$ cat src/design/tfn_pkg.sv
// shared types and constants for the triangle face normal and box uv unit
package tfn_pkg;

   localparam int COORD_W             = 16;
   localparam int TEX_W               = 15;
   localparam int IDX_OUT_W           = 16;
   localparam int REQ_DATA_W          = 144;
   localparam int RSP_DATA_W          = 144;
   localparam int DEF_INDEX_WIDTH     = 16;
   localparam int DEF_COORD_FRAC_BITS = 14;
   localparam int QUEUE_DEPTH         = 2;
   localparam int VERTS               = 3;

   typedef enum logic [1:0] {
      AXIS_X = 2'd0,
      AXIS_Y = 2'd1,
      AXIS_Z = 2'd2
   } axis_type;

   // one finished triangle: positions [vertex][axis], normal, texture axis, zero-area and start-of-mesh flags
   typedef struct packed {
      logic [VERTS-1:0][2:0][COORD_W-1:0] pos;
      logic [2:0][COORD_W-1:0]            normal;
      axis_type                           axis;
      logic                               degen;
      logic                               start;
   } tri_rec_type;

endpackage

$ cat src/design/tfn_queue.sv
// short queue of finished triangles between the front and back ends
module tfn_queue (
   input  logic                 clock,
   input  logic                 reset,
   input  logic                 in_valid,
   output logic                 in_ready,
   input  tfn_pkg::tri_rec_type in_rec,
   output logic                 out_valid,
   input  logic                 out_pop,
   output tfn_pkg::tri_rec_type out_rec
);
   import tfn_pkg::*;

   localparam int PTR_W = (QUEUE_DEPTH > 1) ? $clog2(QUEUE_DEPTH) : 1;
   localparam int CNT_W = $clog2(QUEUE_DEPTH + 1);
   localparam logic [PTR_W-1:0] PTR_LAST = PTR_W'(QUEUE_DEPTH - 1);
   localparam logic [CNT_W-1:0] CNT_FULL = CNT_W'(QUEUE_DEPTH);

   tri_rec_type      ent_ff [QUEUE_DEPTH];
   logic [PTR_W-1:0] wr_ptr_ff, wr_ptr_in;
   logic [PTR_W-1:0] rd_ptr_ff, rd_ptr_in;
   logic [CNT_W-1:0] count_ff, count_in;
   logic             push, pop;

   assign in_ready  = count_ff != CNT_FULL;
   assign out_valid = count_ff != '0;
   assign out_rec   = ent_ff[rd_ptr_ff];
   assign push      = in_valid && in_ready;
   assign pop       = out_pop && out_valid;

   always_comb begin
      wr_ptr_in = wr_ptr_ff;
      rd_ptr_in = rd_ptr_ff;
      count_in  = count_ff;
      if (push) begin
         wr_ptr_in = (wr_ptr_ff == PTR_LAST) ? '0 : wr_ptr_ff + 1'b1;
      end
      if (pop) begin
         rd_ptr_in = (rd_ptr_ff == PTR_LAST) ? '0 : rd_ptr_ff + 1'b1;
      end
      if (push && !pop) begin
         count_in = count_ff + 1'b1;
      end else if (pop && !push) begin
         count_in = count_ff - 1'b1;
      end
   end

   always_ff @(posedge clock) begin
      if (push) begin
         ent_ff[wr_ptr_ff] <= in_rec;
      end
   end

   always_ff @(posedge clock) begin
      if (reset) begin
         wr_ptr_ff <= '0;
         rd_ptr_ff <= '0;
         count_ff  <= '0;
      end else begin
         wr_ptr_ff <= wr_ptr_in;
         rd_ptr_ff <= rd_ptr_in;
         count_ff  <= count_in;
      end
   end

`ifndef SYNTHESIS
   assert property (@(posedge clock) disable iff (reset)
      count_ff <= CNT_FULL)
      else $error("queue count beyond depth");
`endif

endmodule

$ cat config.mk
export PLATFORM = sky130hd
export DESIGN_NAME = tfn_queue
export DESIGN_NICKNAME = d
export VERILOG_FILES = /design/src/design/tfn_pkg.sv /design/src/design/tfn_queue.sv
export SDC_FILE = /design/constraint.sdc
export NUM_CORES = 1
export LEC_CHECK = 0
export BUFFER_PORTS_ARGS = -buffer_cell sky130_fd_sc_hd__buf_2
export CAP_MARGIN = 20
export CORE_MARGIN = 4
export CORE_UTILIZATION = 56
export CTS_CLUSTER_DIAMETER = 50
export CTS_CLUSTER_SIZE = 24
export DETAILED_ROUTE_END_ITERATION = 6
export PLACE_DENSITY_LB_ADDON = 0.2
export SYNTH_ARGS = -nofsm -noshare
export SYNTH_HDL_FRONTEND = slang
export SYNTH_SLANG_ARGS = --single-unit
$ cat constraint.sdc
create_clock -name clock -period 14.4 [get_ports clock]
set_input_delay 0.72 -clock clock [delete_from_list [all_inputs] [get_ports clock]]
set_output_delay 0.72 -clock clock [all_outputs]
set_load 0.1 [all_outputs]
After elaboration in Yosys (flattened, before gate mapping)
Memory sizes are Yosys's and may differ from the RTL's. A register that Yosys moved wholly into a read port is not among the register bits. Index checks and enable logic that the tools add are counted.

Register bits: 4. Word-level logic and storage cells: 25. Output and inout bits: 198. Memories: 1. Memory bits (writable): 392.

Reductions and logical operators: 8. Muxes and demuxes: 8. $add $sub $neg: 4. Eq/ne operators: 1.

Memory list: ent_ff (depth 2, bits a word 196, rd ports 1, clocked after Yosys merged registers in 1, wr ports 1, RTL line tfn_queue.sv:19) `tri_rec_type ent_ff [QUEUE_DEPTH];`.

Operator list (number): 2-to-1 mux 1 bit (6); logical AND 1 bit (4); 2-to-1 mux 2 bit (2); nonzero test 2 bit (2); adder 1 bit, second input constant (2); adder 2 x 1 -> 2 bit, second input constant (1); zero test 1 bit (2); != test 2 bit, second input constant (1); subtractor 2 x 1 -> 2 bit, second input constant (1).

Longest topological paths before layout
Depth after elaboration: 6. Gate-level depth with buffers: 6.

Least setup slack after synthesis
OpenSTA, ideal clock, no wires.

Kind: register to register. Start: register count_ff[0]. End: memory ent_ff[1][0] (netlist name) (enable). Slack: 7.921 ns. Stages on the path, launching flop included: 3. Data required time: 13.818 ns. Library setup time: 0.582 ns. Data arrival time: 5.898 ns. Cell sequence: dfxtp_1 -> nand2b_1 -> and3_1.

Word-level cells in the longest chain between the ends: 4.

RTL lines: start: declaration (RTL line tfn_queue.sv:22) `logic [CNT_W-1:0] count_ff, count_in;`; start signal: assignment (RTL line tfn_queue.sv:62) `count_ff <= count_in;`; != test 2 bit (RTL line tfn_queue.sv:25) `assign in_ready = count_ff != CNT_FULL;`; named net in_ready (RTL line tfn_queue.sv:6) `output logic in_ready,`; logical AND 1 bit (RTL line tfn_queue.sv:28) `assign push = in_valid && in_ready;`; 2-to-1 mux 1 bit (RTL line tfn_queue.sv:49) `if (push) begin`; 2-to-1 mux 1 bit (not written as such) (RTL line tfn_queue.sv:50) `ent_ff[wr_ptr_ff] <= in_rec;`; end: declaration (RTL line tfn_queue.sv:19).

The timed path passes the listed nets, and every way through them passes these cells.

==> load_flow_metrics.sql <==
INSERT INTO impl_metrics (metric_group, metric, value, unit) VALUES
('die', 'floorplan.io_pins', '398', ''),
('synthesis', 'ys_dominant_reg_cell', 'edfxtp_1', ''),
('timing', 'post-route-period-util', '0.312', ''),
('worst_setup_path', 'critical-path-max-stage-delay', '1.01', 'ns'),
('synthesis', 'synth_enable_flop_cells', '392', ''),
('global_route', 'grt_antenna_before_repair', '10', ''),
('layout', 'layout-drive-gt1-share', '0.616', ''),
('synthesis', 'netlist.area_leader.share', '0.788', ''),
('synthesis', 'synth_nets', '835', ''),
('worst_setup_path', 'crit-reg2reg-capture', 'ent_ff[1][170]', ''),
('die', 'core', '26100', 'um^2'),
('worst_setup_path', 'worst-path-max-fanout', '65', ''),
('global_route', 'grt_overflow', '0', ''),
('detailed_routing', 'num_vias', '7468', ''),
('detailed_routing', 'top_routing_layer_used', 'met5', ''),
('detailed_routing', 'wl', '30.9', 'mm'),
('cts', 'cts_made_buffers', '34', ''),
('die', 'die-height', '171', 'um'),
('worst_setup_path', 'cpMostUsedCell', 'buf_4', ''),
('cts', 'clock-root-buffer', 'clkbuf_16', ''),
('synthesis', 'unique_cell_type_count_in_the_yosys_netlist', '19', ''),
('detailed_routing', 'total_length_of_routed_met2_wires', '16.2', 'mm'),
('detailed_routing', 'wirelength_met1', '11.0', 'mm'),
('global_route', 'wire_length_of_the_first_global_routing_pass', '43.7', 'mm'),
('synthesis', 'async_set_or_reset_register_ratio_after_synthesis', '0', ''),
('min_path', 'worstHoldEndpoint', 'ent_ff[0][82]', ''),
('flow_run', 'maxCapViolations', '0', ''),
('detailed_routing', 'vias_per_cell', '5.26', ''),
('worst_setup_path', 'critical_path_sink_type', 'primary output', ''),
('synthesis', 'yosys_warnings', '0', ''),
('die', 'chipWidth', '171', 'um'),
('cts', 'cts_num_sinks', '397', ''),
('timing', 'max_slew_margin', '0.309', ''),
('synthesis', 'register_area_share_after_synthesis', '0.794', ''),
('worst_setup_path', 'rrSetupSlack', '11.64', 'ns'),
('run_status', 'run_status', 'finished, final reports clean', ''),
('timing', 'clock.fmax', '223', 'MHz'),
('die', 'num_rows', '59', ''),
('placement', 'port_buffers', '397', ''),
('timing', 'fin_crit', '4.49', 'ns'),
('layout', 'num-fill-cells', '1678', ''),
('timing', 'hold_viol', '0', ''),
('worst_setup_path', 'slowest_stage', 'dfxtp_4', ''),
('cts', 'clock_latency_reported_for_the_late_side_of_the_worst_skew_pair', '0.51', 'ns'),
('detailed_routing', 'drt_pass1_iterations', '5', ''),
('detailed_routing', 'detail_route.wl_per_cell', '21.8', 'um'),
('min_path', 'worstHoldStart', 'in_rec[82]', ''),
('placement', 'dpl.cell_count', '1351', ''),
('detailed_routing', 'detail_route.drc_violations', '0', ''),
('synthesis', 'synth.largest_area_cell', 'edfxtp_1', ''),
('synthesis', 'yosys_register_bits', '397', ''),
('worst_setup_path', 'element_type_at_the_critical_path_start', 'flop', ''),
('cts', 'cts.hold.buffers_added', '0', ''),
('die', 'die_area', '29400', 'um^2'),
('layout', 'layout.core_utilization', '0.704', ''),
('synthesis', 'synth_commonest_cells', '392 x edfxtp_1, 140 x mux2_4, 56 x mux2_2', ''),
('worst_setup_path', 'cp.required', '13.68', 'ns'),
('timing', 'worst-slew-pin-transition', '1.04', 'ns'),
('synthesis', 'synth.cell_area', '14900', 'um^2'),
('layout', 'post_layout_nonfiller_instances', '1421', ''),
('placement', 'post-dp-hpwl', '21.2', 'mm'),
('global_route', 'first_global_vias', '7710', ''),
('min_path', 'hold-path-cell-count', '1', ''),
('timing', 'setup_violations', '0', ''),
('timing', 'rsz0062_at_grt', 'no', ''),
('synthesis', 'syn-mean-instance-area', '23.6', 'um^2'),
('cts', 'post_cts_buffers', '0', ''),
('worst_setup_path', 'worst_path_class_setup', 'reg2out', ''),
('detailed_routing', 'detailroute.wirelength.met3', '2.71', 'mm'),
('layout', 'area.growth.synth_to_final', '23.1', '%'),
('synthesis', 'post_synthesis_cell_count', '634', '');
metal layers:
metal	global-route usage	up-vias
met5	0	-
met4	0.0761	8
met3	0.0648	67
met2	0.353	306
met1	0.226	3712
li1	-	3375
worst max path at each step:
stage,to
2_1_floorplan,ent_ff[1][0]
3_3_place_gp,out_rec[26]
3_5_place_dp,out_rec[26]
4_1_cts,out_rec[26]
5_1_grt,out_rec[26]
6_report,out_rec[26]
flip-flops by register name, summed over array words and instances, names as in the netlist, named ones only:
signal	flops
rd_ptr_ff	1
ent_ff	392
count_ff	2
wr_ptr_ff	1
layout make-up:
cell class	instances	area, um^2	area share
clock buffers	40	947	0.0515
multi-input cells	214	2860	0.155
flip-flops and latches	397	11900	0.645
clock inverters	22	231	0.0126
repair buffers	404	2040	0.111
well taps	335	419	0.0228
inverters	1	8.76	0.000476
diodes	8	20.0	0.00109
critical path, delay by kind of cell (launching register included):
kind / cells / cell delay (ns)
buffers and inverters: 3 / 1.87
DFF: 1 / 1.01
muxes: 1 / 0.26
cell usage in the layout, fill, tap and decap left out:
cell type / synthesis / final
mux2_4: 140 / 140
inv_8: 0 / 5
xor2_1: 3 / 3
a21oi_1: 2 / 2
clkinv_1: 0 / 1
buf_2: 5 / 397
bufinv_16: 0 / 1
or2_2: 1 / 1
and3_4: 0 / 1
clkbuf_16: 0 / 37
diode_2: 0 / 8
clkinv_8: 0 / 2
and2_1: 1 / 1
dfxtp_1: 5 / 4
a21bo_2: 1 / 1
o21ai_0: 2 / 2
nor2_1: 3 / 3
clkbuf_1: 0 / 2
nand3b_1: 1 / 1
nand2b_1: 1 / 1
edfxtp_1: 392 / 392
dfxtp_4: 0 / 1
inv_6: 0 / 5
buf_4: 0 / 7
inv_12: 0 / 1
mux2_2: 56 / 56
clkinv_4: 0 / 2
or3_1: 1 / 1
ha_1: 1 / 1
clkinvlp_4: 0 / 4
clkbuf_8: 0 / 1
clkinv_2: 0 / 2
logic make-up after synthesis:
family          share of synthesized area
mux                                 0.183
flops                               0.794
simple gates                      0.00335
xor+xnor                          0.00176
fa+ha+maj                        0.000837
compound gates                    0.00201
buf+inv                            0.0147
metrics by stage:
step | cell area (um^2) | hold slack, ns | worst slack [ns]
after floorplan | 14900 | 0.471 | 7.92
after global placement | 17200 | 0.483 | 10.42
after detailed placement | 17200 | 0.499 | 10.43
after CTS | 18400 | 0.363 | 9.88
after global routing | 18400 | 0.360 | 9.70
final | 18400 | 0.387 | 9.91
Power is left out: the tool's default activity adds up to more than one toggle a clock period on the data nets, which glitch-free logic cannot reach.
