<file path="src/design/tfn_pkg.sv">
// shared types and constants for the triangle face normal and box uv unit
package tfn_pkg;

   localparam int COORD_W             = 16;
   localparam int TEX_W               = 15;
   localparam int IDX_OUT_W           = 16;
   localparam int REQ_DATA_W          = 144;
   localparam int RSP_DATA_W          = 144;
   localparam int DEF_INDEX_WIDTH     = 16;
   localparam int DEF_COORD_FRAC_BITS = 14;
   localparam int QUEUE_DEPTH         = 2;
   localparam int VERTS               = 3;

   typedef enum logic [1:0] {
      AXIS_X = 2'd0,
      AXIS_Y = 2'd1,
      AXIS_Z = 2'd2
   } axis_type;

   // one finished triangle: positions [vertex][axis], normal, texture axis, zero-area and start-of-mesh flags
   typedef struct packed {
      logic [VERTS-1:0][2:0][COORD_W-1:0] pos;
      logic [2:0][COORD_W-1:0]            normal;
      axis_type                           axis;
      logic                               degen;
      logic                               start;
   } tri_rec_type;

endpackage

</file>
<file path="src/design/tfn_back.sv">
// back end: emits the three vertex results of each queued triangle
module tfn_back #(
   parameter int INDEX_WIDTH     = tfn_pkg::DEF_INDEX_WIDTH,
   parameter int COORD_FRAC_BITS = tfn_pkg::DEF_COORD_FRAC_BITS
) (
   input  logic                           clock,
   input  logic                           reset,
   input  logic                           head_valid,
   output logic                           head_pop,
   input  tfn_pkg::tri_rec_type           head,
   output logic                           rsp_tvalid,
   input  logic                           rsp_tready,
   output logic [tfn_pkg::RSP_DATA_W-1:0] rsp_tdata,
   output logic                           rsp_tlast,
   output logic                           rsp_tuser
);
   import tfn_pkg::*;

   localparam int F    = COORD_FRAC_BITS;
   localparam int TC_W = ((F > COORD_W) ? F : COORD_W) + 3;
   localparam int PAD_W = RSP_DATA_W - (6 * COORD_W + 2 * TEX_W + IDX_OUT_W);
   localparam logic [1:0] K_LAST = 2'd2;

   function automatic logic [TEX_W-1:0] tex_map(input logic [COORD_W-1:0] p);
      logic signed [TC_W-1:0] pe;
      logic signed [TC_W-1:0] one;
      logic signed [TC_W-1:0] t;
      pe  = TC_W'($signed(p));
      one = TC_W'(1) << F;
      t   = (pe + one + TC_W'(1)) >>> 1;
      if (pe < -one) begin
         t = '0;
      end else if (t > one) begin
         t = one;
      end
      return t[TEX_W-1:0];
   endfunction

   logic                          out_vld_ff, out_vld_in;
   logic [1:0]                    k_ff, k_in;
   logic [INDEX_WIDTH-1:0]        cnt_ff, cnt_in;
   logic [RSP_DATA_W-1:0]         data_ff, data_in;
   logic                          last_ff, last_in;
   logic                          degen_ff, degen_in;
   logic                          load;
   logic [2:0][COORD_W-1:0]       vpos;
   logic [COORD_W-1:0]            u_src, v_src;
   logic [INDEX_WIDTH-1:0]        idx_use;

   assign load       = head_valid && (!out_vld_ff || rsp_tready);
   assign head_pop   = load && (k_ff == K_LAST);
   assign rsp_tvalid = out_vld_ff;
   assign rsp_tdata  = data_ff;
   assign rsp_tlast  = last_ff;
   assign rsp_tuser  = degen_ff;

   always_comb begin
      vpos = head.pos[k_ff];
      unique case (head.axis)
         AXIS_X:  begin u_src = vpos[2]; v_src = vpos[1]; end
         AXIS_Y:  begin u_src = vpos[0]; v_src = vpos[2]; end
         default: begin u_src = vpos[0]; v_src = vpos[1]; end
      endcase
      idx_use = ((k_ff == 2'd0) && head.start) ? '0 : cnt_ff;
   end

   always_comb begin
      out_vld_in = out_vld_ff;
      k_in       = k_ff;
      cnt_in     = cnt_ff;
      data_in    = data_ff;
      last_in    = last_ff;
      degen_in   = degen_ff;
      if (load) begin
         out_vld_in = 1'b1;
         k_in       = (k_ff == K_LAST) ? 2'd0 : k_ff + 1'b1;
         cnt_in     = idx_use + 1'b1;
         data_in    = {PAD_W'(0), IDX_OUT_W'(idx_use), tex_map(v_src), tex_map(u_src),
                       head.normal[2], head.normal[1], head.normal[0],
                       vpos[2], vpos[1], vpos[0]};
         last_in    = k_ff == K_LAST;
         degen_in   = head.degen;
      end else if (rsp_tready) begin
         out_vld_in = 1'b0;
      end
   end

   always_ff @(posedge clock) begin
      data_ff  <= data_in;
      last_ff  <= last_in;
      degen_ff <= degen_in;
   end

   always_ff @(posedge clock) begin
      if (reset) begin
         out_vld_ff <= 1'b0;
         k_ff       <= '0;
         cnt_ff     <= '0;
      end else begin
         out_vld_ff <= out_vld_in;
         k_ff       <= k_in;
         cnt_ff     <= cnt_in;
      end
   end

`ifndef SYNTHESIS
   assert property (@(posedge clock) disable iff (reset)
      (rsp_tvalid && rsp_tlast) |-> (k_ff == 2'd0))
      else $error("last vertex shown while triangle not finished");
   assert property (@(posedge clock) disable iff (reset)
      head_pop |-> (head_valid && k_ff == K_LAST))
      else $error("triangle released before its third vertex");
`endif

endmodule

</file>
<file path="config.mk">
export PLATFORM = sky130hd
export DESIGN_NAME = tfn_back
export DESIGN_NICKNAME = d
export VERILOG_FILES = /design/src/design/tfn_pkg.sv /design/src/design/tfn_back.sv
export SDC_FILE = /design/constraint.sdc
export NUM_CORES = 1
export LEC_CHECK = 0
export BUFFER_PORTS_ARGS = -buffer_cell sky130_fd_sc_hd__buf_2
export CAP_MARGIN = 20
export CORE_ASPECT_RATIO = 0.7
export CORE_MARGIN = 2
export CORE_UTILIZATION = 34
export CTS_CLUSTER_SIZE = 40
export DETAILED_ROUTE_END_ITERATION = 12
export SLEW_MARGIN = 20
export SYNTH_ARGS = -nofsm -noshare
export SYNTH_HDL_FRONTEND = slang
export SYNTH_SLANG_ARGS = --single-unit
</file>
<file path="constraint.sdc">
create_clock -name clock -period 5.5 [get_ports clock]
set_input_delay 0.825 -clock clock [delete_from_list [all_inputs] [get_ports clock]]
set_output_delay 0.825 -clock clock [all_outputs]
set_load 0.01 [all_outputs]
</file>
* Word-level counts from Yosys, hierarchy flattened
Index checks and enable logic that the tools add are counted.
** Word-level totals
- Memories kept :: 0
- Bits in latches :: 0
- Input bits :: 200
- Memory bits (read-only) :: 0
- Output and inout port bits :: 148
- Memory bits (writable) :: 0
- Flip-flop bits (word level) :: 163
** Cells by class
- Order comparisons :: 5
- Div/mod/pow operators :: 0
- Shifts and indexed selects :: 0
- Bitwise operators :: 0
- Add/sub/neg operators :: 6
- Equality and inequality tests :: 2
- Multiplexer cells :: 10
- Reductions and logical operators :: 10
- $mul :: 0
** Operators with widths (number)
- $bmux W48 S2 :: 1
- $mux W16 :: 3
- $mux W48 :: 1
- $add A17 B2 Y18 const B :: 2
- $add A16 B16 Y17 const B :: 2
- $gt A17 B16 Y1 const B :: 2
- $lt A16 B15 Y1 const B :: 2
- $mux W15 :: 2
- $add A16 B1 Y16 const B :: 1
- $logic_not A2 Y1 :: 2
- $reduce_or A2 Y1 :: 2
- $logic_and A1 B1 Y1 :: 3
- $lt A2 B3 Y1 const B :: 1
- $add A2 B1 Y2 const B :: 1
- $eq A2 B1 Y1 const B :: 1
- $eq A2 B2 Y1 const B :: 1
- $mux W1 :: 2
- $mux W2 :: 1
- $reduce_bool A2 Y1 :: 1
- $logic_not A1 Y1 :: 1
- $logic_or A1 B1 Y1 :: 1

* Depth between registers and ports, before layout
- Word-level depth :: 7
- Mapped depth :: 15
- Mapped depth without buffers :: 11

* Least setup slack after synthesis
No wires, ideal clock.
- Kind :: input -> register
- Start :: input rsp_tready
- End :: register k_ff[1]
- Stages on the path :: 6
- Path buffers :: 0
- Slack :: 0.036 ns
- Data arrival time :: 5.336 ns
- Required time :: 5.373 ns
- Cells stage by stage :: nand2b_1 > nand2_1 > clkinv_1 > and3_1 > a21oi_1 > nor2_1
** On the way
- Word-level cells in the longest chain between the ends :: 2
** RTL lines
- start: declaration :: line tfn_back.sv:12 : input logic rsp_tready,
- $logic_or A1 B1 Y1 :: line tfn_back.sv:50 : assign load = head_valid && (!out_vld_ff || rsp_tready);
- $logic_and A1 B1 Y1 :: line tfn_back.sv:50
- net load :: line tfn_back.sv:45 : logic load;
- end signal: assignment :: line tfn_back.sv:101 : k_ff <= k_in;
- end: declaration :: line tfn_back.sv:40 : logic [1:0] k_ff, k_in;
The timed path passes the listed nets, and every way through them passes these cells.
A chain may end at the register's enable or synchronous reset.

==> results.txt <==
status: finished, final reports clean
Worst-Margin Slew: 1.05 ns
Post-Route Utilization: 0.457
Routed Antenna Nets: 0
cts hold-fix bufs: 0
later-pin clock latency in the skew report: 0.43 ns
drc violations: 0
crit share post-route: 0.758
total core area: 22400 sq um
post-DR vias/cell: 4.95
arrival time worst endpoint: 4.32 ns
CP Capture Type: flop
NetSw: 0.931 mW
Overall Global Routing Usage: 0.189
Buffers on Ports: 345
first-pass GRT wire length: 34100 um
drt first pass iters: 4
DP Cell Count: 1212
final hold violations: 0
CP Class: flop to flop
number of diodes: 0
vias in the first global route: 5925
YS warnings: 0
share of cells above drive strength 1: 0.424
Max clock buf depth: 2
sw frac: 0.285
CTS buffer count: 17
Clk pwr share: 0.357
maxcap violations: 0
Horiz. Die Dim: 184 um
Max Slew Vio Count: 0
logic gate share of total power: 0.183
Gate Count Post-Synth: 600
Cell Rows: 46
gpl congestion: 0.906
Pwr per Cell Area: 319 nW/um^2
htree depth: 4
final setup vio count: 0
RSZ-0062 raised after global routing: no
Max VDD drop: 0.215 mV
commonest non-fill, non-tap cell in the layout: buf_2
Worst path slowest cell: dfxtp_4
share of the synthesized area in the top cell type: 0.562
antenna violations before repair: 0
post-DP HPWL: 18000 um
post-place instance area: 9670 sq um
Fill cells: 2144
WL/cell: 18.6 um
I/O pin total: 348
most frequent cells in the layout: 345 x buf_2, 144 x edfxtp_1, 68 x mux2i_1
Layout area overhead: 33.2%
fin crit period: 4.17 ns
Yosys cell types: 55
Final #Nets: 1146
Worst Skew: 0.00708 ns
Int Power: 2.33 mW
Slew HR: 0.300
DR iter-0 viols: 475
Pleak: 4.24 nW
Mapped Avg Cell Area: 12.8 sq um
cell area after layout: 10200 sq um
DR vias: 6154
area of the die: 23900 sq um
CP max stage delay: 0.70 ns
Clk pin slew, worst setup/hold paths: 0.07 ns
critical path fanouts, max: 32
crit path cell chain: buf_4 -> mux2i_1 -> o2bb2ai_2 -> mux2_2 -> ha_1 -> nand4_1 -> a2bb2o_1 -> nor3_1 -> mux2i_1 -> a311oi_2 -> nor3_1
Setup crit start kind: flop
FF-to-FF setup slack: 1.33 ns
CTS sink cnt: 163
ranking of synthesized cells by area: edfxtp_1 56%, mux2i_1 8.8%, dfxtp_1 4.9%, o2bb2ai_1 4.4%, nor2_1 2.8%
drt total wl: 23200 um
post-synthesis sequential area ratio: 0.611
register bit total from synthesis: 163
GRT Residual Overflow: 0
Sequential Power Share: 0.459
ys flop type: edfxtp_1
setup TNS: 0 ns
Critical path buffers and inverters: 1
critical path's top delay family: compound AO/OA/AOI/OAI gates
Post-synth EDFFs: 144
postcts setup bufs: 0
Die H: 130 um
FMAX: 0.240 GHz
Hold Crit Class: flop to flop
Root Driver: clkbuf_16
CTS tree: done
dominant cell type by area after synthesis: edfxtp_1
Post-synth ARST share: 0
synthesized area: 7690 sq um
largest net degree at the start of global routing: 59
Data required, critical path: 5.65 ns
post-route insts no fill: 1244
Initial Utilization: 0.343
post-CTS sizing: 0
## through the flow
| stage | setup WS (ns) | hold slack [ns] | power (mW) |
|---|---|---|---|
| after CTS | 1.34 | 0.486 | 3.30 |
| after global placement | 1.54 | 0.469 | 2.12 |
| final | 1.33 | 0.486 | 3.26 |
| after floorplan | 0.0361 | 0.445 | 1.86 |
| after detailed placement | 1.41 | 0.474 | 2.13 |
| after global routing | 0.949 | 0.535 | 3.41 |
## cells by family (layout without fill, tap and decap cells)
kind of cell	after synthesis	count (layout)	synth area share
simple gates	192	192	0.122
flops	163	163	0.611
compound gates	94	94	0.0947
mux	77	77	0.102
buf+inv	37	392	0.0272
xor+xnor	33	33	0.0376
fa+ha+maj	3	3	0.00488
other cells	1	2	0.000487
## worst register-to-register path, stage by stage (launching register included)
cell and delay (ns):
dfxtp_4 0.70, buf_4 0.51, mux2i_1 0.16, o2bb2ai_2 0.25, mux2_2 0.21, ha_1 0.25
nand4_1 0.15, a2bb2o_1 0.39, nor3_1 0.46, mux2i_1 0.18, a311oi_2 0.53, nor3_1 0.12
## sequential cells by signal (all words and copies together), names as in the netlist
register / cells
cnt_ff: 16
k_ff: 2
rsp_tdata: 142
rsp_tlast: 1
rsp_tuser: 1
rsp_tvalid: 1
## power by group through the flow
stage                     Clock [mW]  Sequential [mW]  Combinational [mW]
final                           1.17             1.50               0.598
after global routing            1.25             1.51               0.653
after CTS                       1.20             1.50               0.600
after detailed placement           0             1.53               0.598
after global placement             0             1.52               0.596
after floorplan                    0             1.58               0.290
## Yosys cell counts, types with 4 or more instances
library cell	number
nor3_1	12
mux2i_1	68
nor2_1	58
dfxtp_1	19
nand2b_1	4
a21o_1	4
edfxtp_1	144
mux2_2	9
clkbuf_1	10
nand2_1	45
nor2b_1	22
nand4_1	9
xor2_1	10
inv_1	7
nand3_1	15
buf_2	5
o2bb2ai_1	39
o21ai_0	12
and2_1	5
and3_1	9
a21oi_1	16
buf_4	10
xnor2_1	23
## final cells by class
| type | instances | area, sq um | share of cell area |
|---|---|---|---|
| Sequential cell | 163 | 4710 | 0.459 |
| Multi-Input combinational cell | 401 | 2790 | 0.272 |
| Timing Repair Buffer | 352 | 1780 | 0.174 |
| Clock buffer | 17 | 425 | 0.0415 |
| Tap cell | 288 | 360 | 0.0352 |
| Clock inverter | 15 | 150 | 0.0146 |
| Inverter | 8 | 35.0 | 0.00342 |
## path summary, 6_finish.rpt
check             from             end  cells past startpoint
min reg2reg  cnt_ff[1]       cnt_ff[1]                      2
max            k_ff[0]  rsp_tdata[103]                     11
max reg2reg    k_ff[0]  rsp_tdata[103]                     11
min          cnt_ff[1]       cnt_ff[1]                      2
## layer usage
| layer | vias to the layer above | GRT usage | routed length, um |
|---|---|---|---|
| met4 | 0 | 0.0541 | 305 |
| li1 | 2935 | - | - |
| met5 | - | 0 | 0 |
| met3 | 25 | 0.0438 | 1570 |
| met1 | 2939 | 0.277 | 11300 |
| met2 | 255 | 0.282 | 9980 |
Power figures use the tool's default switching activity.
